===== src/rtl/pressure_temperature_compensation_macros.svh =====
// assertion macros shared by the compensation block
// expects clk and rst in the scope of each use
`ifndef PRESSURE_TEMPERATURE_COMPENSATION_MACROS_SVH
`define PRESSURE_TEMPERATURE_COMPENSATION_MACROS_SVH

// condition must hold at every edge out of reset
`define PTC_ASSERT_ALWAYS(lbl, cond, msg) \
  lbl: assert property (@(posedge clk) disable iff (rst) (cond)) else $error(msg);

// consequence must hold in the cycle after the antecedent
`define PTC_ASSERT_NEXT(lbl, ante, cons, msg) \
  lbl: assert property (@(posedge clk) disable iff (rst) (ante) |=> (cons)) else $error(msg);

`endif


===== src/rtl/ptc_pkg.sv =====
// types and constants of the pressure/temperature compensation pipeline
// used by every module of the block, no dependencies
`default_nettype none

package ptc_pkg;

  localparam int CFG_IDX_W      = 2;
  localparam int CFG_DATA_W     = 64;
  localparam int DIV_W          = 64;
  localparam int X1_OFFSET      = 128000;
  localparam int P_FULL_SCALE   = 1048576;
  localparam int DIV_SCALE      = 3125;
  localparam int CAL_BASE_SHIFT = 47;
  localparam int DEN_SHIFT      = 33;
  localparam int CENTI_ROUND    = 128;

  typedef enum logic [CFG_IDX_W-1:0] {
    CFG_CALIB_TEMP    = 2'd0,
    CFG_CALIB_PRESS_A = 2'd1,
    CFG_CALIB_PRESS_B = 2'd2,
    CFG_CALIB_PRESS_C = 2'd3
  } cfg_idx_t;

  typedef struct packed {
    logic        [15:0] t1;
    logic signed [15:0] t2;
    logic signed [15:0] t3;
    logic        [15:0] p1;
    logic signed [15:0] p2;
    logic signed [15:0] p3;
    logic signed [15:0] p4;
    logic signed [15:0] p5;
    logic signed [15:0] p6;
    logic signed [15:0] p7;
    logic signed [15:0] p8;
    logic signed [15:0] p9;
  } calib_t;

  typedef struct packed {
    logic signed [31:0] centi;
    logic signed [31:0] fine;
    logic signed [33:0] x1;
    logic        [19:0] adc_p;
  } temp_res_t;

  typedef struct packed {
    logic signed [31:0] centi;
    logic signed [31:0] fine;
    logic               neg;
    logic               invalid;
  } div_side_t;

  typedef struct packed {
    div_side_t          side;
    logic [DIV_W-1:0]   num_mag;
    logic [DIV_W-1:0]   den_mag;
  } div_in_t;

  typedef struct packed {
    div_side_t          side;
    logic [DIV_W-1:0]   quo_mag;
  } div_out_t;

  typedef struct packed {
    logic signed [31:0] centi;
    logic signed [31:0] fine;
    logic        [31:0] press;
    logic               invalid;
  } result_t;

endpackage

`default_nettype wire


===== src/rtl/ptc_temp.sv =====
// temperature stages: fine temperature, centidegrees and pressure offset term
// depends on ptc_pkg
`default_nettype none

module ptc_temp (
  input  wire                  clk,
  input  wire                  rst,
  input  wire                  en,
  input  wire                  vld_in,
  input  wire  [19:0]          raw_t,
  input  wire  [19:0]          raw_p,
  input  ptc_pkg::calib_t      cal,
  output logic                 vld_out,
  output ptc_pkg::temp_res_t   res
);
  import ptc_pkg::*;

  logic               vld1, vld2, vld3, vld4;
  logic signed [17:0] a1, d1;
  logic        [19:0] adc_p1, adc_p2, adc_p3, adc_p4;
  logic signed [31:0] m1, dd2, v1, m2, fine4;
  logic signed [17:0] a_c, d_c;
  logic signed [31:0] sqr;

  assign a_c = $signed({1'b0, raw_t[19:3]}) - $signed({1'b0, cal.t1, 1'b0});
  assign d_c = $signed({2'b0, raw_t[19:4]}) - $signed({2'b0, cal.t1});
  assign sqr = dd2 >>> 12;

  always_ff @(posedge clk) begin
    if (rst) begin
      vld1    <= 1'b0;
      vld2    <= 1'b0;
      vld3    <= 1'b0;
      vld4    <= 1'b0;
      vld_out <= 1'b0;
    end else if (en) begin
      vld1    <= vld_in;
      vld2    <= vld1;
      vld3    <= vld2;
      vld4    <= vld3;
      vld_out <= vld4;
    end
  end

  always_ff @(posedge clk) begin
    if (en) begin
      a1        <= a_c;
      d1        <= d_c;
      adc_p1    <= raw_p;
      m1        <= 32'(34'(a1) * 34'(cal.t2));
      dd2       <= 32'(36'(d1) * 36'(d1));
      adc_p2    <= adc_p1;
      v1        <= m1 >>> 11;
      m2        <= sqr * 32'(cal.t3);
      adc_p3    <= adc_p2;
      fine4     <= v1 + (m2 >>> 14);
      adc_p4    <= adc_p3;
      res.centi <= ((fine4 <<< 2) + fine4 + 32'(CENTI_ROUND)) >>> 8;
      res.fine  <= fine4;
      res.x1    <= 34'(fine4) - 34'(X1_OFFSET);
      res.adc_p <= adc_p4;
    end
  end

endmodule

`default_nettype wire


===== config.mk =====
export PLATFORM = sky130hd
export DESIGN_NAME = ptc_temp
export DESIGN_NICKNAME = d
export VERILOG_FILES = /design/src/rtl/pressure_temperature_compensation_macros.svh /design/src/rtl/ptc_pkg.sv /design/src/rtl/ptc_temp.sv
export SDC_FILE = /design/constraint.sdc
export NUM_CORES = 2
export LEC_CHECK = 0
export BUFFER_PORTS_ARGS = -buffer_cell sky130_fd_sc_hd__buf_4
export CAP_MARGIN = 40
export CORE_ASPECT_RATIO = 0.8
export CORE_MARGIN = 2
export CORE_UTILIZATION = 40
export CTS_BUF_LIST = sky130_fd_sc_hd__clkbuf_4
export CTS_CLUSTER_DIAMETER = 30
export DETAILED_ROUTE_END_ITERATION = 7
export SLEW_MARGIN = 20
export SYNTH_ARGS = -nofsm -noshare
export SYNTH_HDL_FRONTEND = slang
export SYNTH_SLANG_ARGS = --single-unit

===== constraint.sdc =====
create_clock -name clk -period 8.7 [get_ports clk]
set_input_delay 1.74 -clock clk [delete_from_list [all_inputs] [get_ports clk]]
set_output_delay 1.74 -clock clk [all_outputs]
set_load 0.03 [all_outputs]

* Word-level counts from Yosys, hierarchy flattened
Index checks and enable logic that the tools add are counted.
** Operators by class
- Add/sub/neg operators :: 6
- Multiply operators :: 3
** Operators with widths (number)
- 17-bit by 17-bit multiplier with 32-bit output :: 1
- 18-bit by 16-bit multiplier with 32-bit output :: 1
- 20-bit by 16-bit multiplier with 32-bit output :: 1
- 25-bit by 9-bit adder with 26-bit output, second input constant :: 1
- 24-bit by 22-bit adder with 25-bit output :: 1
- 22-bit by 18-bit subtractor with 23-bit output, second input constant :: 1
- 21-bit by 18-bit adder with 22-bit output :: 1
- 17-bit by 17-bit subtractor with 18-bit output :: 1
- 16-bit by 16-bit subtractor with 17-bit output :: 1
** Word-level totals
- Bits in registers :: 359
- Input port bits :: 236
- Output and inout port bits :: 119
- Logic and storage cells :: 29

* Depth between registers and ports, before layout
- Depth in word-level cells :: 2
- Mapped depth :: 25
- Depth with buffers taken out :: 24

* Worst setup path before layout
OpenSTA, ideal clock, no wires.
- Path kind :: input to register
- From :: in cal[167] (netlist bit)
- To :: reg m1[27], data pin
- Setup time :: 0.262 ns
- Data arrival time :: 7.514 ns
- Setup slack :: 0.925 ns
- Stages :: 24
- Cells stage by stage :: clkbuf_1 -> clkbuf_1 -> nand2_1 -> fa_1 -> inv_1 -> fa_1 -> inv_1 -> fa_1 -> inv_1 -> fa_1 -> fa_1 -> inv_1 -> fa_1 -> inv_1 -> ha_1 -> or3_1 -> a2111o_1 -> a21oi_2 -> or3_1 -> a21oi_1 -> o31a_1 -> or3_4 -> and2_1 -> xor2_1
** On the way
- Longest elaborated chain between the ends :: 1
** Ends and longest elaborated chain
- from (decl) :: RTL line ptc_temp.sv:12 : input ptc_pkg::calib_t cal,
- 18-bit by 16-bit multiplier with 32-bit output :: RTL line ptc_temp.sv:50 : m1 <= 32'(34'(a1) * 34'(cal.t2));
- to (signal assigned) :: RTL line ptc_temp.sv:50
- to (decl) :: RTL line ptc_temp.sv:21 : logic signed [31:0] m1, dd2, v1, m2, fine4;
No other way between the ends.
A chain may end at the register's enable or synchronous reset.

* Worst setup path in the final report
- From :: in cal[145] (netlist bit)
- To :: reg m2[31], data pin
** On the way
- Longest elaborated chain between the ends :: 1
** Ends and longest elaborated chain
- 20-bit by 16-bit multiplier with 32-bit output :: RTL line ptc_temp.sv:54 : m2 <= sqr * 32'(cal.t3);
- to (signal assigned) :: RTL line ptc_temp.sv:54
- to (decl) :: RTL line ptc_temp.sv:21
No other way between the ends.

==> results_dict.tcl <==
set metrics [dict create \
    worstMarginPinSlew_ns 0.858 \
    ctsHtreeMaxLevel 3 \
    synthDistinctLibCells 64 \
    ys.flop_type "edfxtp_1" \
    grt_usage_pct 17.6 \
    ys_seq_area_share_pct 20.2 \
    viasPerCell 4.71 \
    slew_headroom_pct 42.8 \
    cts_made_buffers 80 \
    die_x_um 362 \
    yosysWarningCount 0 \
    grt_pass1_wl_um 148000 \
    reg2reg_setup_slack_ns 1.45 \
    clkSinkCount 278 \
    start_util_pct 40.2 \
    syn-cell-area_um2 41100 \
    synth.ff_latch_count 278 \
    finalHoldViolCount 0 \
    wl_um 88300 \
    min_path_type "flip-flop to flip-flop" \
    clock_skew_ns 0.125 \
    cp.required_ns 9.31 \
    place_congestion 0.836 \
    cp-start-kind "primary input" \
    end_kind "flip-flop" \
    period_share_pct 85.7 \
    clock_path_buffers 3 \
    grt_setup_unrepaired "false" \
    wl_per_cell_um 15.9 \
    avgSynthCellArea_um2 10.3 \
    dr.pass1.iters 5 \
    grt_pass1_vias 28500 \
    dieArea_um2 105000 \
    synth.top_cell.area_share_pct 39.8 \
    crit_arrival_ns 8.07 \
    port_buffers 207 \
    num-nets-final 5520 \
    yosys-top-cells-area "fa_1 (40%), edfxtp_1 (20%), ha_1 (9.8%)" \
    synthesis.instances 3969 \
    criticalPathCategory "primary input to flip-flop" \
    clock_latency_ns 0.86 \
    drive_gt1_share_pct 9.53 \
    async_reset_ff_share_pct 0 \
    maxCapViolations 0 \
    die_height_um 291 \
    worstPathMaxFanout 20 \
    cts_tree "yes" \
    overflow 0 \
    cts_resized 0 \
    cts_hold_buffers 0 \
    areaGrowthSynthToFinish_pct 9.51 \
    hold_slack_ns 0.384 \
    drtIter0Drc 1317 \
    clk_pin_slew_worst_paths_ns 0.06 \
    core_area_um2 102000 \
    setup_tns_ns 0 \
    crit_top_cell "fa_1" \
    synth.largest_area_cell "fa_1" \
    synth_edf_count 273 \
    vias 26100 \
    pin_count 355 \
    cp_cell_sequence "buf_4 > nand2_1 > fa_1 > fa_1 > fa_1 > fa_1 > inv_1 > fa_1 > inv_1 > fa_1 > inv_1 > ha_1 > a21o_1 > a21o_1 > a2111oi_0 > buf_4 > o21ai_1 > and4_1 > o21ai_1 > buf_4 > o211ai_1 > a2111o_1 > o211ai_1" \
    grt_max_degree 136 \
    rows 105 \
    antenna_found_initial 6 \
    outcome "complete, no violations" \
    drcViolationCount 0 \
    fmax_mhz 134 \
    postCtsSetupRepairBufs 0 \
    cts_root_buffer "clkbuf_4" \
    dp.final_hpwl_um 72300 \
    period_needed_ns 7.46 \
    drv_slew 0 \
    syn_nets 5344 \
    drtAntennaViolNets 0 \
    cpPeakStageDelay_ns 0.58 \
    slowest_stage "fa_1" \
    setup_violations 0 \
]
## metal layers
metal,global-route usage (%),vias to the layer above,share of wire (%)
met5,0,-,0.016
met4,4.38,2,2.2
met3,2.84,114,5.3
met2,27.9,569,45
met1,25.3,13100,48
li1,-,12300,-
## cell type report
type | instances | area (µm²)
timing repair buffer | 267 | 2060
tap | 1337 | 1670
fill | 9810 | 57200
antenna | 3 | 7.51
sequential | 278 | 8300
inverter | 1015 | 3810
multi-input combinational | 2503 | 28100
clock inverter | 27 | 186
clock buffer | 106 | 796
## sequential cells by signal, indices dropped and copies added, names as in the netlist, 18 cells and up
register,count
res,73
adc_p3,20
fine4,22
dd2,20
adc_p1,20
m1,21
adc_p2,20
m2,18
v1,21
adc_p4,20
a1,18
## stage by stage
stage                     setup WS, ns  utilization (%)  cells  area [µm²]
after floorplan                  0.925                -   3969       41100
after global placement           0.568             43.0   5395       43900
after detailed placement         0.496             43.0   5400       44000
after CTS                         1.42             44.0   5533       45000
after global routing             0.957             44.0   5536       45000
final                             1.24             44.0   5536       45000
## final timing paths
| path | start | end | cells past startpoint |
|---|---|---|---|
| max | cal[145] | m2[31] | 23 |
| min | adc_p3[19] | adc_p4[19] | 0 |
| max reg2reg | a1[8] | m1[30] | 22 |
| min reg2reg | adc_p3[19] | adc_p4[19] | 0 |
## cells in the final DEF (no fill, tap or decap), types with 32 or more instances in the layout
cell | synthesis | routed
a21oi_1 | 64 | 64
nand2_1 | 391 | 391
fa_1 | 816 | 816
ha_1 | 323 | 323
xor2_1 | 41 | 41
o21ai_0 | 32 | 32
nor2_1 | 106 | 106
clkbuf_4 | 0 | 106
xnor2_1 | 114 | 114
inv_1 | 1015 | 1015
buf_4 | 45 | 260
and2_1 | 331 | 331
edfxtp_1 | 273 | 273
## kinds of logic (layout without fill, tap and decap cells)
logic type | count (synthesis) | after routing | synth area share [%]
mux | 7 | 7 | 0.177
fa+ha+maj | 1139 | 1139 | 49.6
compound gates | 239 | 239 | 3.88
flops | 278 | 278 | 20.2
buf+inv | 1188 | 1415 | 11.3
xor+xnor | 155 | 155 | 3.31
simple gates | 963 | 963 | 11.5
other cells | 0 | 3 | 0
## cells in the mapped netlist, drive strengths merged (4+ instances only)
cell	number
nor2	106
o31ai	5
fa	816
a2111oi	6
buf	47
a21oi	65
o21a	17
ha	323
nand4	9
and3	11
a21o	26
a21boi	6
a211oi	10
or3	11
xor2	41
inv	1015
and2	331
nand2b	22
dfxtp	5
nor2b	25
nand3	18
nor3	27
clkbuf	126
o211ai	8
nand2	391
mux2i	5
xnor2	114
a31oi	13
nor4	4
edfxtp	273
o21ai	45
o311ai	4
o21bai	6
## critical path, delay by kind of cell
kind	cells	cell delay [ns]
buffers and inverters	6	0.77
AND/OR/NAND/NOR	2	0.33
adder cells (fa/ha/maj)	7	3.34
AO/OA/AOI/OAI	8	1.87
Power is left out: the tool's default activity adds up to more than one toggle a clock period on the data nets, which glitch-free logic cannot reach.
